==> config.mk <==
export PLATFORM = sky130hd
export DESIGN_NAME = pgs_tau
export DESIGN_NICKNAME = d
export VERILOG_FILES = /design/src/rtl/pgs_pkg.sv /design/src/rtl/pgs_tau.sv
export SDC_FILE = /design/constraint.sdc
export NUM_CORES = 2
export LEC_CHECK = 0
export BUFFER_PORTS_ARGS = -buffer_cell sky130_fd_sc_hd__buf_2
export CORE_MARGIN = 8
export CORE_UTILIZATION = 55
export DETAILED_ROUTE_END_ITERATION = 6
export PLACE_DENSITY = 0.74
export SETUP_SLACK_MARGIN = 0.1
export SYNTH_ARGS = -nofsm -noshare
export SYNTH_HDL_FRONTEND = slang
export SYNTH_SLANG_ARGS = --single-unit
==> constraint.sdc <==
create_clock -name clk -period 11.2 [get_ports clk]
set_input_delay 2.24 -clock clk [delete_from_list [all_inputs] [get_ports clk]]
set_output_delay 2.24 -clock clk [all_outputs]
set_load 0.01 [all_outputs]
==> src/rtl/pgs_pkg.sv <==
// Shared constants, codes and types of the pore Gillespie stepper.
package pgs_pkg;

	localparam int PORE_LOAD = 8;
	localparam int LAST_CELL = PORE_LOAD - 1;
	localparam int CNT_W = $clog2(PORE_LOAD + 2);

	localparam logic [CNT_W-1:0] CNT_TOP  = CNT_W'(PORE_LOAD + 1);
	localparam logic [CNT_W-1:0] CNT_FULL = CNT_W'(PORE_LOAD);
	localparam logic [CNT_W-1:0] LR_INIT  = CNT_W'((PORE_LOAD + 1) / 2);
	localparam logic [CNT_W-1:0] RL_INIT  = CNT_W'(PORE_LOAD / 2);

	localparam logic [31:0] LN2_Q32 = 32'hB17217F7;

	localparam int STEP_W = 6;
	localparam logic [STEP_W-1:0] LOG_LAST = STEP_W'(31);
	localparam logic [STEP_W-1:0] DIV_LAST = STEP_W'(53);

	typedef enum logic [2:0] {
		REG_RATE_ON        = 3'd0,
		REG_RATE_OFF       = 3'd1,
		REG_RATE_HOP       = 3'd2,
		REG_INVERSE_VOLUME = 3'd3,
		REG_INITIAL_SOLUTE = 3'd4
	} pgs_reg_t;

	typedef enum logic [1:0] {
		TUBE_FULL  = 2'd0,
		TUBE_LEFT  = 2'd1,
		TUBE_RIGHT = 2'd2
	} pgs_tube_t;

	typedef enum logic [2:0] {
		EV_STALL         = 3'd0,
		EV_BIND_LEFT     = 3'd1,
		EV_BIND_RIGHT    = 3'd2,
		EV_LEFT_OFF      = 3'd3,
		EV_LEFT_TO_RIGHT = 3'd4,
		EV_RIGHT_OFF     = 3'd5,
		EV_RIGHT_TO_LEFT = 3'd6
	} pgs_event_t;

	typedef enum logic [1:0] {
		CROSS_NONE = 2'd0,
		CROSS_LR   = 2'd1,
		CROSS_RL   = 2'd2
	} pgs_cross_t;

	typedef enum logic [2:0] {
		S_IDLE, S_BIND_A, S_BIND_B, S_BIND_C, S_SUM, S_PICK, S_TAU, S_WRITE
	} pgs_ctl_state_t;

	typedef enum logic [2:0] {
		T_IDLE, T_NORM, T_LOG, T_LN_HI, T_LN_LO, T_DIV, T_DONE
	} pgs_tau_state_t;

	typedef struct packed {
		logic take_left;
		logic take_right;
	} pgs_shift_t;

	typedef struct packed {
		logic        valid;
		logic [63:0] stamp;
	} pgs_entry_t;

endpackage

==> src/rtl/pgs_tau.sv <==
// Iterative time-step unit: normalise, log2 by squaring, scale by ln2, divide by a0.
module pgs_tau import pgs_pkg::*; (
	input  logic        clk,
	input  logic        arst_n,
	input  logic        start,
	input  logic [31:0] draw_time,
	input  logic [32:0] a0,
	output logic        done,
	output logic [53:0] tau
);

	pgs_tau_state_t state_q, state_d;

	logic [31:0]       m_q;
	logic [4:0]        e_q;
	logic [31:0]       frac_q;
	logic [31:0]       acc_q;
	logic [53:0]       num_q;
	logic [32:0]       rem_q;
	logic [STEP_W-1:0] cnt_q;

	logic [37:0] v;
	logic [31:0] mul_a, mul_b;
	logic [63:0] prod;
	logic [32:0] sq_top;
	logic [37:0] ln_sum;
	logic [33:0] trial;
	logic [34:0] diff;
	logic        ge;

	assign v      = {6'd32, 32'd0} - {1'b0, e_q, frac_q};
	assign prod   = mul_a * mul_b;
	assign sq_top = prod[63:31];
	assign ln_sum = prod[37:0] + {6'd0, acc_q};
	assign trial  = {rem_q, num_q[53]};
	assign diff   = {1'b0, trial} - {2'b00, a0};
	assign ge     = ~diff[34];

	always_comb begin
		mul_a = m_q;
		mul_b = m_q;
		unique case (state_q)
			T_LN_HI: begin
				mul_a = v[31:0];
				mul_b = LN2_Q32;
			end
			T_LN_LO: begin
				mul_a = {26'd0, v[37:32]};
				mul_b = LN2_Q32;
			end
			default: ;
		endcase
	end

	always_comb begin
		state_d = state_q;
		unique case (state_q)
			T_IDLE:  if (start) state_d = T_NORM;
			T_NORM:  if (m_q[31]) state_d = T_LOG;
			T_LOG:   if (cnt_q == LOG_LAST) state_d = T_LN_HI;
			T_LN_HI: state_d = T_LN_LO;
			T_LN_LO: state_d = T_DIV;
			T_DIV:   if (cnt_q == DIV_LAST) state_d = T_DONE;
			T_DONE:  state_d = T_IDLE;
			default: state_d = T_IDLE;
		endcase
	end

	always_ff @(posedge clk or negedge arst_n) begin
		if (!arst_n) begin
			state_q <= T_IDLE;
		end else begin
			state_q <= state_d;
		end
	end

	always_ff @(posedge clk) begin
		unique case (state_q)
			T_IDLE: begin
				m_q <= (draw_time == 32'd0) ? 32'd1 : draw_time;
				e_q <= 5'd31;
			end
			T_NORM: begin
				if (m_q[31]) begin
					cnt_q  <= '0;
					frac_q <= '0;
				end else begin
					m_q <= {m_q[30:0], 1'b0};
					e_q <= e_q - 5'd1;
				end
			end
			T_LOG: begin
				frac_q <= {frac_q[30:0], sq_top[32]};
				m_q    <= sq_top[32] ? sq_top[32:1] : sq_top[31:0];
				cnt_q  <= cnt_q + STEP_W'(1);
			end
			T_LN_HI: acc_q <= prod[63:32];
			T_LN_LO: begin
				num_q <= {ln_sum, 16'd0};
				rem_q <= '0;
				cnt_q <= '0;
			end
			T_DIV: begin
				num_q <= {num_q[52:0], ge};
				rem_q <= ge ? diff[32:0] : trial[32:0];
				cnt_q <= cnt_q + STEP_W'(1);
			end
			default: ;
		endcase
	end

	assign done = (state_q == T_DONE);
	assign tau  = num_q;

endmodule
==> impl_metrics.ini <==
[logic_synthesis]
synth_edf_count = 194
synth_area_mm2 = 0.04512
syn_inst = 5021
ys_types = 81
avgSynthCellArea_um2 = 8.985
synthArstFlopShare = 0.01523
yosysWarnings = 0
synth_nets = 6321
synthFlopType = edfxtp_1
synth_seq_area_share = 0.1308
synth_seq_cells = 197

[critical_path]
cp_max_fo = 6
worst_path_largest_cell_delay_ns = 0.56
cp-start-kind = flop
crit_top_cell = fa_1
crit_type = flop to flop
ff2ff_path_depth = 38
arrival_ns = 11.05
cp-end-kind = flop
cp.required_ns = 11.37
slowest_stage = fa_1

[timing]
period_minus_slack_ns = 10.88
setup_tns_ns = 0
rsz0062_at_grt = false
post-route-period-util = 0.9712
slew_headroom = 0.2303
whs_ns = 0.5604
worstMarginPinSlew_ns = 1.152
layout_setup_ws_ns = 0.3225
finalClockSkew_ns = 0.02090
setup_viol_count_final = 0
hold_violations = 0
drv_slew = 0
timing.fmax_mhz = 91.93

[finish]
final_common_cell = inv_1
layout_common_cells = inv_1 (1005), fa_1 (898), nand2_1 (838)
nets = 6433
area_delta_synth_final_pct = 7.921
drive_above_1_share = 0.09289

[power]
leakagePower_uw = 0.02474
power.density_mw_per_mm2 = 30.67
p_total_uw = 1493
ir_drop_mv = 0.06862

[floorplan]
dieArea_mm2 = 0.09145
die_y_um = 302.4
core-area_mm2 = 0.08172
rows = 105
pin_count = 123
initial_utilization = 0.5521
die_x_um = 302.4

[clock_tree]
cts.reportedPaths.clkPinSlew_ns = 0.09
root_buffer = clkbuf_16
htree_levels = 4
clk_latency_ns = 0.46
cts.sinks = 197
cts.path.max_buffers = 2
tritoncts = done
numCtsBuffers = 17

[global_route]
grt_pass1_vias = 38062
grt_pass1_wl_um = 230400
overflow = 0
antenna_found_initial = 7
grt_max_degree = 91
grtUsageTotal = 0.3360

[drt]
postRouteWirelength_um = 152300
via_per_inst = 5.940
drt_pass1_iterations = 6
via_count = 36948
first_iter_violations = 3661
wl_per_cell_um = 24.49
drtAntennaViolNets = 0
route.detailed.drc = 0

[run]
cap_violations = 0

[place]
gp_congestion = 1.025
dp_hpwl_um = 122100
dp_slack_ns = 0.1315
portBuffers = 122

[hold_path]
min_path_type = flop to flop
min_path_cells = 2

[run_status]
status = complete, no violations
==> layer usage <==
metal,track usage,routed length [um],vias to the layer above
li1,-,-,15712
met1,0.4258,55300,18472
met2,0.5288,68610,2205
met3,0.08240,17230,553
met4,0.1868,11130,6
met5,0,39,-
==> critical path, delay by kind of cell, from the launching register on <==
kind,cells,cell delay (ns)
buf+inv,7,0.87
flops,1,0.41
compound gates,6,1.08
fa+ha+maj,9,4.51
simple gates,13,3.08
xor+xnor,2,0.37
mux,1,0.22
==> registers in the layout, summed over array words and instances, names as in the netlist <==
name     cells
acc_q       32
cnt_q        6
e_q          5
frac_q      32
m_q         32
rem_q       33
state_q      3
tau         54
==> synth_stat cells, types with 4 or more instances <==
library cell,instances,area [um2]
ha_1,334,4179
a22oi_1,32,240.2
xor2_1,63,551.8
a211oi_1,18,135.1
nand2_1,844,3168
mux2i_1,56,560.5
a31o_2,5,43.79
o21a_1,18,135.1
nor3b_1,7,52.55
buf_2,14,70.07
nor2_4,10,112.6
nor4_1,21,131.4
a22o_1,9,78.83
a41oi_1,4,35.03
edfxtp_1,194,5826
nor3_1,29,145.1
o21bai_1,18,135.1
o31ai_1,12,90.09
nand2b_1,13,81.33
nor2b_1,15,93.84
or3_1,31,193.9
buf_1,11,41.29
clkbuf_1,221,829.6
nand4_1,25,156.4
o21ai_1,5,25.02
nand3b_1,4,30.03
o211ai_1,6,45.04
a21o_1,77,578.1
and2_1,84,525.5
and3_1,66,412.9
clkinv_1,4,15.01
a221oi_1,5,43.79
nor2_1,361,1355
a211o_1,4,35.03
a31oi_1,12,75.07
a21oi_1,162,810.8
inv_1,1008,3784
nand3_1,35,175.2
a2111oi_0,7,61.31
fa_1,898,17980
and4_1,4,35.03
or2_2,6,37.54
o21ai_0,115,575.6
xnor2_1,99,867.1
o41ai_1,5,43.79
==> repair_timing <==
item,in CTS,in global routing
hold buffers,0,0
resized for setup,3,72
cloned,0,0
endpoints found under the hold margin,0,0
endpoints found under the setup margin,3,54
setup buffers,0,6
pin swaps,0,8
==> layout make-up <==
cell class              count  area, um2
multi-input cells        3559      34740
fillers                  7231      33030
flip-flops and latches    197       5901
inverters                1015       3812
repair buffers            343       2307
well taps                1070       1339
clock buffers              21      450.4
clock inverters            11      130.1
diodes                      4      10.01
==> logic make-up (layout without fill, tap and decap cells) <==
logic type / Yosys count / after routing / synth area share
flip-flops: 197 / 197 / 0.1308
AO/OA/AOI/OAI: 536 / 536 / 0.07530
XOR/XNOR: 162 / 162 / 0.03145
adder cells (fa/ha/maj): 1232 / 1232 / 0.4911
other: 0 / 4 / 0
AND/OR/NAND/NOR: 1571 / 1571 / 0.1521
multiplexers: 58 / 58 / 0.01292
buffers and inverters: 1265 / 1390 / 0.1063
==> final timing paths <==
check | start | endpoint | slack (ns)
min in group asynchronous | arst_n | state_q[0]$_DFFE_PN0P_ | 1.56
hold reg to reg | tau[49]$_DFFE_PP_ | tau[50]$_DFFE_PP_ | 0.56
setup / recovery | frac_q[9]$_SDFFCE_PN0P_ | m_q[30]$_DFFE_PP_ | 0.32
max in group asynchronous | arst_n | state_q[2]$_DFFE_PN0P_ | 9.53
setup reg to reg | frac_q[9]$_SDFFCE_PN0P_ | m_q[30]$_DFFE_PP_ | 0.32
hold / removal | tau[49]$_DFFE_PP_ | tau[50]$_DFFE_PP_ | 0.56
==> power breakdown <==
part,switching [uW],internal (uW)
logic,34.4,30.6
registers,0.00112,798
clock network,293,337
==> stage by stage <==
stage                     instance area [um2]  utilization  instances
after detailed placement                47760       0.5845       6178
final                                   48690       0.5958       6220
after CTS                               48350       0.5917       6210
after floorplan                         45120            -       5021
after global placement                  47760       0.5845       6178
after global routing                    48680       0.5957       6216
Note: power is estimated with default switching activity, not from simulation.
