===== config.mk =====
export PLATFORM = sky130hd
export DESIGN_NAME = pgs_cell
export DESIGN_NICKNAME = d
export VERILOG_FILES = /design/src/rtl/pgs_pkg.sv /design/src/rtl/pgs_cell.sv
export SDC_FILE = /design/constraint.sdc
export NUM_CORES = 1
export LEC_CHECK = 0
export BUFFER_PORTS_ARGS = -buffer_cell sky130_fd_sc_hd__buf_2
export CAP_MARGIN = 20
export CORE_MARGIN = 1
export CORE_UTILIZATION = 44
export CTS_CLUSTER_DIAMETER = 100
export CTS_CLUSTER_SIZE = 20
export DETAILED_ROUTE_END_ITERATION = 8
export GPL_TIMING_DRIVEN = 0
export PLACE_DENSITY = 0.85
export SLEW_MARGIN = 40
export SYNTH_ARGS = -nofsm -noshare
export SYNTH_HDL_FRONTEND = slang
export SYNTH_SLANG_ARGS = --single-unit

===== constraint.sdc =====
create_clock -name clk -period 1.2 [get_ports clk]
set_input_delay 0.12 -clock clk [delete_from_list [all_inputs] [get_ports clk]]
set_output_delay 0.12 -clock clk [all_outputs]
set_load 0.01 [all_outputs]

===== src/rtl/pgs_pkg.sv =====
// Shared constants, codes and types of the pore Gillespie stepper.
package pgs_pkg;

	localparam int PORE_LOAD = 8;
	localparam int LAST_CELL = PORE_LOAD - 1;
	localparam int CNT_W = $clog2(PORE_LOAD + 2);

	localparam logic [CNT_W-1:0] CNT_TOP  = CNT_W'(PORE_LOAD + 1);
	localparam logic [CNT_W-1:0] CNT_FULL = CNT_W'(PORE_LOAD);
	localparam logic [CNT_W-1:0] LR_INIT  = CNT_W'((PORE_LOAD + 1) / 2);
	localparam logic [CNT_W-1:0] RL_INIT  = CNT_W'(PORE_LOAD / 2);

	localparam logic [31:0] LN2_Q32 = 32'hB17217F7;

	localparam int STEP_W = 6;
	localparam logic [STEP_W-1:0] LOG_LAST = STEP_W'(31);
	localparam logic [STEP_W-1:0] DIV_LAST = STEP_W'(53);

	typedef enum logic [2:0] {
		REG_RATE_ON        = 3'd0,
		REG_RATE_OFF       = 3'd1,
		REG_RATE_HOP       = 3'd2,
		REG_INVERSE_VOLUME = 3'd3,
		REG_INITIAL_SOLUTE = 3'd4
	} pgs_reg_t;

	typedef enum logic [1:0] {
		TUBE_FULL  = 2'd0,
		TUBE_LEFT  = 2'd1,
		TUBE_RIGHT = 2'd2
	} pgs_tube_t;

	typedef enum logic [2:0] {
		EV_STALL         = 3'd0,
		EV_BIND_LEFT     = 3'd1,
		EV_BIND_RIGHT    = 3'd2,
		EV_LEFT_OFF      = 3'd3,
		EV_LEFT_TO_RIGHT = 3'd4,
		EV_RIGHT_OFF     = 3'd5,
		EV_RIGHT_TO_LEFT = 3'd6
	} pgs_event_t;

	typedef enum logic [1:0] {
		CROSS_NONE = 2'd0,
		CROSS_LR   = 2'd1,
		CROSS_RL   = 2'd2
	} pgs_cross_t;

	typedef enum logic [2:0] {
		S_IDLE, S_BIND_A, S_BIND_B, S_BIND_C, S_SUM, S_PICK, S_TAU, S_WRITE
	} pgs_ctl_state_t;

	typedef enum logic [2:0] {
		T_IDLE, T_NORM, T_LOG, T_LN_HI, T_LN_LO, T_DIV, T_DONE
	} pgs_tau_state_t;

	typedef struct packed {
		logic take_left;
		logic take_right;
	} pgs_shift_t;

	typedef struct packed {
		logic        valid;
		logic [63:0] stamp;
	} pgs_entry_t;

endpackage


===== src/rtl/pgs_cell.sv =====
// One hop-time cell of the bidirectional shift chain.
module pgs_cell import pgs_pkg::*; (
	input  logic       clk,
	input  logic       arst_n,
	input  pgs_shift_t shift,
	input  pgs_entry_t from_left,
	input  pgs_entry_t from_right,
	output pgs_entry_t entry
);

	logic        valid_q;
	logic [63:0] stamp_q;

	always_ff @(posedge clk or negedge arst_n) begin
		if (!arst_n) begin
			valid_q <= 1'b0;
		end else if (shift.take_left) begin
			valid_q <= from_left.valid;
		end else if (shift.take_right) begin
			valid_q <= from_right.valid;
		end
	end

	always_ff @(posedge clk) begin
		if (shift.take_left) begin
			stamp_q <= from_left.stamp;
		end else if (shift.take_right) begin
			stamp_q <= from_right.stamp;
		end
	end

	assign entry = '{valid: valid_q, stamp: stamp_q};

endmodule


==> results.json, run 1 <==
{
  "outcome": "completed",
  "gp_congestion": 0.752,
  "route.detailed.drc": 0,
  "cpLargestDelayFamily": "flip-flops",
  "p_per_area_mw_per_mm2": 1330,
  "path_cells": "buf_4 > buf_2",
  "gr-total-overflow": 0,
  "yosys.area.top_type": "edfxtp_1",
  "place_area_mm2": 0.00393,
  "cp.required_ns": 1.08,
  "yosysWarnings": 0,
  "p_leak_nw": 1.94,
  "io_pins": 199,
  "grt_pass1_vias": 2062,
  "nets": 485,
  "place_ws_ns": -0.296,
  "worstHoldEndpoint": "valid_q",
  "cp_slowest_cell": "dfrtp_1",
  "grt.busiest_layer": "met2",
  "seq_power_share_pct": 51.7,
  "placement_rows": 28,
  "drv_cap": 0,
  "final_antenna_net_count": 0,
  "clockBufferDepth": 2,
  "antenna_found_initial": 1,
  "wl_per_cell_um": 15.6,
  "critPathLaunchType": "register",
  "crit_buf_inv": 2,
  "avgSynthCellArea_um2": 20.1,
  "synth_area_leaders": "edfxtp_1 (68%), mux2_2 (15%), mux2_4 (11%), mux2_1 (2.8%), buf_6 (1.6%)",
  "area_growth_pct": 46.0,
  "postRouteWirelength_mm": 6.73,
  "worstRegToRegCells": 2,
  "dp_hpwl_mm": 5.22,
  "numCtsBuffers": 9,
  "clkPwrFrac_pct": 31.1,
  "critPathLaunch": "valid_q",
  "netlist_area_mm2": 0.00284,
  "met2_usage_pct": 37.9,
  "grt_use_met3_pct": 6.92,
  "clk_pin_slew_ns": 0.06,
  "power.switching_mw": 1.26,
  "min_period_ns": 1.09,
  "peakVddDrop_mv": 0.808,
  "hold_start": "from_left[64]",
  "synth_top_area_share_pct": 67.8,
  "grt_start_max_net_pins": 65,
  "die_height_um": 82.3,
  "drtPass1Iterations": 4,
  "slew_violations": 0,
  "grt_setup_unrepaired": "no",
  "synthCells": 141,
  "crit_type": "reg2out",
  "use_met1_pct": 19.5,
  "worst-path-max-fanout": 2,
  "dieArea_mm2": 0.00677,
  "yosysUniqueCellTypes": 12,
  "clk-insertion-delay-late_ns": 0.33,
  "grt_pass1_wl_mm": 9.49,
  "pwr-share-comb_pct": 17.2,
  "tritoncts": "built",
  "synth_nets": 275,
  "hold_viol": 0,
  "grt_use_total_pct": 20.3,
  "cts_resized": 0,
  "fin_worst_skew_ns": 0,
  "ys_seq_area_share_pct": 68.7,
  "finalPower_mw": 5.50,
  "finalSetupViolations": 0,
  "min_path_type": "in2reg",
  "start_util_pct": 46.8,
  "port_buffers": 197,
  "ys_seq_elements": 65,
  "endpoint_kind": "primary output",
  "swShare_pct": 22.9,
  "die_w_um": 82.3,
  "r2r-end": "valid_q",
  "fmax_mhz": 919,
  "dr_total_vias": 2045,
  "p_int_mw": 4.24,
  "max_slew_margin_pct": 71.8,
  "whs_path_depth": 3,
  "fin_ws_ns": 0.112,
  "final_area_mm2": 0.00414,
  "vias_per_cell": 4.73,
  "slowest_delay_ns": 0.38,
  "tightest_slew_ns": 0.422,
  "cp.arrival_ns": 0.97,
  "root_buffer": "clkbuf_8",
  "min_period_over_period_pct": 90.6,
  "clock_sinks": 65,
  "r2r-start": "valid_q",
  "htree_num_levels": 3,
  "rrSetupSlack_ns": 0.49,
  "layout-drive-gt1-share_pct": 77.2,
  "core_area_mm2": 0.00606,
  "drt_iter0_drc": 47
}
[placed cells by master (no fill, tap or decap), drive strengths merged]
| master | n |
|---|---|
| buf | 206 |
| edfxtp | 64 |
| mux2 | 64 |
| clkbuf | 11 |
| clkinv | 4 |
| diode | 1 |
| or2 | 1 |
| mux2i | 1 |
| nand2 | 1 |
| o21ai | 1 |
| bufinv | 1 |
| dlygate4sd3 | 1 |
| dfrtp | 1 |
[worst register-to-register path, delay by kind of cell (launching register included)]
family / cells / cell delay [ns]
flops: 1 / 0.38
compound gates: 1 / 0.09
mux: 1 / 0.12
[stage by stage]
stage          TNS (ns)  utilization, %  hold slack [ns]  instances
2_1_floorplan     -4.12               -           -0.176        141
3_3_place_gp     -16.89            64.8           -0.105        413
3_5_place_dp     -18.79            64.8           -0.104        413
4_1_cts               0            67.9           0.0176        430
5_1_grt               0            68.3           0.0358        432
6_report              0            68.3           0.0176        432
[cells in the mapped netlist]
library cell	number
buf_6	4
buf_4	1
mux2_1	7
dfrtp_1	1
o21ai_0	1
mux2_4	20
buf_2	3
mux2_2	37
or2_2	1
nand2_1	1
mux2i_1	1
edfxtp_1	64
[flip-flops by register name, indices dropped and copies added (netlist names)]
signal and cells:
valid_q 1, stamp_q 64
[worst max-delay path by stage]
stage,end,slack [ns],cells past startpoint
6_report,entry[64],0.11,2
5_1_grt,entry[64],0.08,2
3_5_place_dp,stamp_q[18],-0.30,3
2_1_floorplan,stamp_q[0],-0.06,3
4_1_cts,stamp_q[35],0.06,3
3_3_place_gp,stamp_q[33],-0.27,3
[layer usage]
metal	wire [um]	share of wire (%)
met2	3720	55
met3	691	10
met4	131	1.9
met5	0	0
met1	2190	33
[kinds of logic (layout without fill, tap and decap cells)]
| group | count (synthesis) | count (layout) | share of synthesized area [%] |
|---|---|---|---|
| compound gates | 1 | 1 | 0.176 |
| buf+inv | 8 | 223 | 2.38 |
| flops | 65 | 65 | 68.7 |
| mux | 65 | 65 | 28.4 |
| other cells | 0 | 1 | 0 |
| simple gates | 2 | 2 | 0.353 |
[cell type report]
class / instances / area, um2
fillers: 446 / 1920
plain buffers: 8 / 80.1
clock inverters: 5 / 46.3
flip-flops and latches: 65 / 1950
repair buffers: 199 / 1020
diodes: 1 / 2.50
clock buffers: 11 / 131
well taps: 75 / 93.8
multi-input cells: 68 / 823
[repair_timing]
| item | CTS | global route |
|---|---|---|
| hold buffers | 1 | 0 |
| hold endpoints to repair | 1 | 0 |
| setup buffers | 0 | 0 |
[power by group through the flow]
stage	Clock (mW)	Sequential, mW	Combinational, mW
floorplan	0	3.03	0.303
global placement	0	2.88	0.916
detailed placement	0	2.89	0.947
CTS	1.76	2.85	0.953
global route	1.85	2.87	1.03
finish	1.71	2.84	0.945
Power figures use the tool's default switching activity.
==> run 2, diff against run 1 <==
- GPL_ROUTABILITY_DRIVEN: unset -> 0
- MAX_ROUTING_LAYER: unset -> met4
==> run 2 against run 1 <==
  * Clock power barely moved
  * Sequential power barely moved
  * Critical path depth did not move
  * Wire length fell by 0.22%
  * Clock skew did not move
  * Sequential cell count did not move
  * Sequential share of layout area did not move
  * Count of clock-buffer cells in the layout did not move
  * Worst hold slack improved by 0.00057 ns
  * Final cell count did not move
  * Cell area did not move
  * Critical endpoint unchanged
==> results.json, run 2 (synthesis results as in run 1) <==
{
  "grt_use_total_pct": 20.9,
  "layout_common_cells": "buf_2 (200), edfxtp_1 (64), mux2_2 (37)",
  "cp.arrival_ns": 0.97,
  "pwr-share-comb_pct": 17.2,
  "cp.required_ns": 1.08,
  "wl_per_cell_um": 15.5,
  "final_cells": 432,
  "multi_input_area_um2": 823,
  "clkPwrFrac_pct": 31.2,
  "vias_per_cell": 4.74,
  "grt_pass1_vias": 2063,
  "area.sequential_mm2": 0.00195,
  "placement_rows": 28,
  "p_leak_nw": 1.94,
  "critPathLaunchType": "register",
  "crit_type": "reg2out",
  "outcome": "completed",
  "area_growth_pct": 46.0,
  "htree_num_levels": 3,
  "grt_pass1_wl_mm": 9.47,
  "path_cells": "buf_4 > buf_2",
  "power.switching_mw": 1.26,
  "min_period_ns": 1.09,
  "slew_violations": 0,
  "fmax_mhz": 920,
  "drtPass1Iterations": 4,
  "layout_commonest_cell": "buf_2",
  "clock_sinks": 65,
  "worst-path-max-fanout": 2,
  "reg_top3": "stamp_q x64, valid_q x1",
  "drt_iter0_drc": 60,
  "gr-total-overflow": 0,
  "seq_power_share_pct": 51.6,
  "postRouteWirelength_mm": 6.72,
  "numCtsBuffers": 9,
  "tightest_slew_ns": 0.451,
  "core_area_mm2": 0.00606,
  "dr_total_vias": 2046,
  "dieArea_mm2": 0.00677,
  "grt_setup_unrepaired": "no",
  "dp_hpwl_mm": 5.22,
  "p_per_area_mw_per_mm2": 1330,
  "cts_resized": 0,
  "clk-insertion-delay-late_ns": 0.33,
  "io_pins": 199,
  "clk_pin_slew_ns": 0.07,
  "swShare_pct": 23.0,
  "peakVddDrop_mv": 0.815,
  "finalSetupViolations": 0,
  "port_buffers": 197,
  "die_w_um": 82.3,
  "route.detailed.drc": 0,
  "die_height_um": 82.3,
  "max_slew_margin_pct": 69.9,
  "nets": 485,
  "start_util_pct": 46.8,
  "p_int_mw": 4.24,
  "min_period_over_period_pct": 90.6,
  "endpoint_kind": "primary output",
  "root_buffer": "clkbuf_8",
  "place_inst": 413,
  "hold_viol": 0,
  "slowest_delay_ns": 0.38,
  "holdWs_ns": 0.0181,
  "final_antenna_net_count": 0,
  "layout-drive-gt1-share_pct": 77.2,
  "fin_worst_skew_ns": 0,
  "nFillCells": 446,
  "clockBufferDepth": 2,
  "grt_start_max_net_pins": 65,
  "antenna_found_initial": 1,
  "drv_cap": 0,
  "cp_slowest_cell": "dfrtp_1",
  "tritoncts": "built",
  "min_path_type": "in2reg",
  "final_core_util_pct": 68.3,
  "post_cts_buffers": 0,
  "regMostFlops": "stamp_q",
  "largest_reg_flops": 64
}
==> run 2: final timing paths <==
path	startpoint	endpoint	slack, ns	depth (start not counted)
max in group asynchronous	arst_n	valid_q	1.01	2
hold / removal	from_left[64]	valid_q	0.02	3
setup reg to reg	valid_q	valid_q	0.49	2
min in group asynchronous	arst_n	valid_q	0.09	2
hold reg to reg	valid_q	valid_q	0.60	2
setup / recovery	valid_q	entry[64]	0.11	2
==> run 2: per-stage QoR <==
stage	total power, mW	cell area (um2)	worst slack, ns	TNS (ns)
after floorplan	3.34	2850	-0.0644	-4.12
after global placement	3.80	3930	-0.267	-16.89
after detailed placement	3.84	3930	-0.296	-18.79
after CTS	5.56	4120	0.0601	0
after global routing	5.74	4140	0.0795	0
final	5.51	4140	0.113	0
==> run 2: cell type report <==
cell class / count / area share, %
Clock buffer: 11 / 3.17
Clock inverter: 5 / 1.12
Buffer: 8 / 1.93
Sequential cell: 65 / 47.0
Antenna cell: 1 / 0.0604
Tap cell: 75 / 2.27
Timing Repair Buffer: 199 / 24.5
Multi-Input combinational cell: 68 / 19.9
==> run 2: repair_timing <==
item	in CTS	in global routing
endpoints found under the setup margin	0	0
hold endpoints to repair	1	0
hold buffers	1	0
==> run 2: worst max-delay path: cells and delay by family (launching register included) <==
kind | cells | cell delay [ns]
flip-flops | 1 | 0.38
buffers and inverters | 2 | 0.26
==> run 2: per-layer routing <==
layer | global-route usage [%] | share of wire (%) | up-vias
met2 | 37.9 | 56 | 129
met3 | 5.82 | 9.0 | 12
met1 | 20.1 | 34 | 933
met5 | - | 0 | -
li1 | - | - | 972
met4 | 10.5 | 2.0 | 0
==> run 2: power groups by stage <==
stage | sequential [mW] | clock (mW) | combinational (mW)
5_1_grt | 2.87 | 1.85 | 1.03
3_5_place_dp | 2.89 | 0 | 0.947
3_3_place_gp | 2.88 | 0 | 0.916
6_report | 2.84 | 1.72 | 0.946
4_1_cts | 2.85 | 1.76 | 0.953
2_1_floorplan | 3.03 | 0 | 0.303
==> run 3, diff against run 2 <==
- RECOVER_POWER: unset -> 100
==> run 3 against run 2 <==
  * Via count is essentially flat
  * Non-clock buffer count is the same
  * Final cell count unchanged
  * Power is 2.0% lower
  * Critical path depth is 2 higher
  * First-iteration DRC count up 12%
  * Clock power about the same
  * Worst hold slack improved by 0.0042 ns
  * Wire length increased by 0.66%
  * Count of clock-buffer cells in the layout did not move
  * Critical path type is now in2reg
  * Critical endpoint is now stamp_q[23]
  * Highest routed layer unchanged
==> results.json, run 3 (synthesis results as in run 1) <==
{
  "worst-path-max-fanout": 33,
  "route.detailed.drc": 0,
  "nFillCells": 502,
  "crit_type": "in2reg",
  "root_buffer": "clkbuf_8",
  "antenna_found_initial": 1,
  "drt_iter0_drc": 67,
  "grt_start_max_net_pins": 65,
  "nets": 485,
  "fin_worst_skew_ns": 0,
  "wl_per_cell_um": 15.6,
  "grt_pass1_wl_mm": 9.47,
  "place_area_mm2": 0.00393,
  "setup_tns_ns": 0,
  "grt_setup_unrepaired": "no",
  "area_growth_pct": 40.2,
  "final_antenna_net_count": 0,
  "grt_pass1_vias": 2063,
  "tritoncts": "built",
  "slew_violations": 0,
  "io_pins": 199,
  "layout_commonest_cell": "buf_2",
  "largest_reg_flops": 64,
  "clockBufferDepth": 2,
  "drv_cap": 0,
  "cts_resized": 0,
  "start_util_pct": 46.8,
  "vias_per_cell": 4.73,
  "layout-drive-gt1-share_pct": 52.5,
  "place_ws_ns": -0.296,
  "regMostFlops": "stamp_q",
  "p_per_area_mw_per_mm2": 1360,
  "layout_common_cells": "buf_2 (131), clkbuf_1 (73), edfxtp_1 (64)",
  "finalSetupViolations": 0,
  "outcome": "completed",
  "port_buffers": 197,
  "p_leak_nw": 1.67,
  "gr-total-overflow": 0,
  "die_w_um": 82.3,
  "endpoint_kind": "register",
  "post_cts_buffers": 0,
  "postRouteWirelength_mm": 6.76,
  "cp.arrival_ns": 1.10,
  "cp.required_ns": 1.21,
  "numCtsBuffers": 9,
  "min_period_ns": 1.09,
  "placement_rows": 28,
  "min_period_over_period_pct": 90.5,
  "drtPass1Iterations": 4,
  "min_path_type": "in2reg",
  "die_height_um": 82.3,
  "grt_use_total_pct": 20.9,
  "hold_viol": 0,
  "clk_pin_slew_ns": 0.07,
  "clk-insertion-delay-late_ns": 0.32,
  "final_area_mm2": 0.00397,
  "tightest_slew_ns": 0.565,
  "peakVddDrop_mv": 0.808,
  "fin_ws_ns": 0.114,
  "htree_num_levels": 3,
  "critPathLaunchType": "primary input",
  "clock_sinks": 65,
  "hold_buffers": 1,
  "dp_hpwl_mm": 5.22,
  "max_slew_margin_pct": 62.3,
  "core_area_mm2": 0.00606,
  "fmax_mhz": 921,
  "reg_top3": "stamp_q x64, valid_q x1",
  "dr_total_vias": 2044,
  "dieArea_mm2": 0.00677
}
==> run 3: cell types whose count changed in the layout (fill, tap and decap cells not counted), sizes merged <==
| cell | before | now |
|---|---|---|
| clkbuf | 11 | 82 |
| buf | 206 | 135 |
==> run 3: through the flow <==
step                      std cells  power [mW]  util [%]  hold slack [ns]
after floorplan                 141        3.34         -           -0.176
after global placement          413        3.80      64.8           -0.105
after detailed placement        413        3.84      64.8           -0.104
after CTS                       430        5.56      67.9           0.0176
after global routing            432        5.64      65.6           0.0378
final                           432        5.39      65.6           0.0223
==> run 3: metal layers <==
layer	global-route usage, %	vias to the layer above	wire [um]
met1	20.1	933	2290
met5	-	-	0
li1	-	972	-
met2	37.9	129	3750
met4	10.5	0	95
met3	5.82	10	623
==> run 3: worst max-delay path, stage by stage <==
cell	delay [ns]
buf_12	0.11
buf_8	0.13
or2_4	0.40
buf_8	0.31
==> run 3: cell type report <==
cell class,count,area (um2),share of cell area (%)
sequential,65,1950,49.0
buffer,8,61.3,1.54
clock buffer,11,131,3.31
multi-input combinational,68,763,19.2
tap,75,93.8,2.36
antenna,1,2.50,0.0630
timing repair buffer,199,928,23.4
clock inverter,5,46.3,1.16
==> run 3: where the power goes <==
| part | leakage (nW) | switching (mW) | total, mW | internal, mW |
|---|---|---|---|---|
| Combinational | 0.916 | 0.418 | 0.830 | 0.411 |
| Clock | 0.0898 | 0.774 | 1.71 | 0.937 |
| Sequential | 0.664 | 0.0692 | 2.85 | 2.78 |
==> run 3: final timing paths <==
path	end	cells after the start	slack [ns]	start
max	stamp_q[23]	4	0.11	shift[1]
min	valid_q	3	0.02	from_left[64]
max reg2reg	valid_q	2	0.49	valid_q
min reg2reg	valid_q	2	0.60	valid_q
max in group asynchronous	valid_q	2	1.00	arst_n
min in group asynchronous	valid_q	2	0.09	arst_n
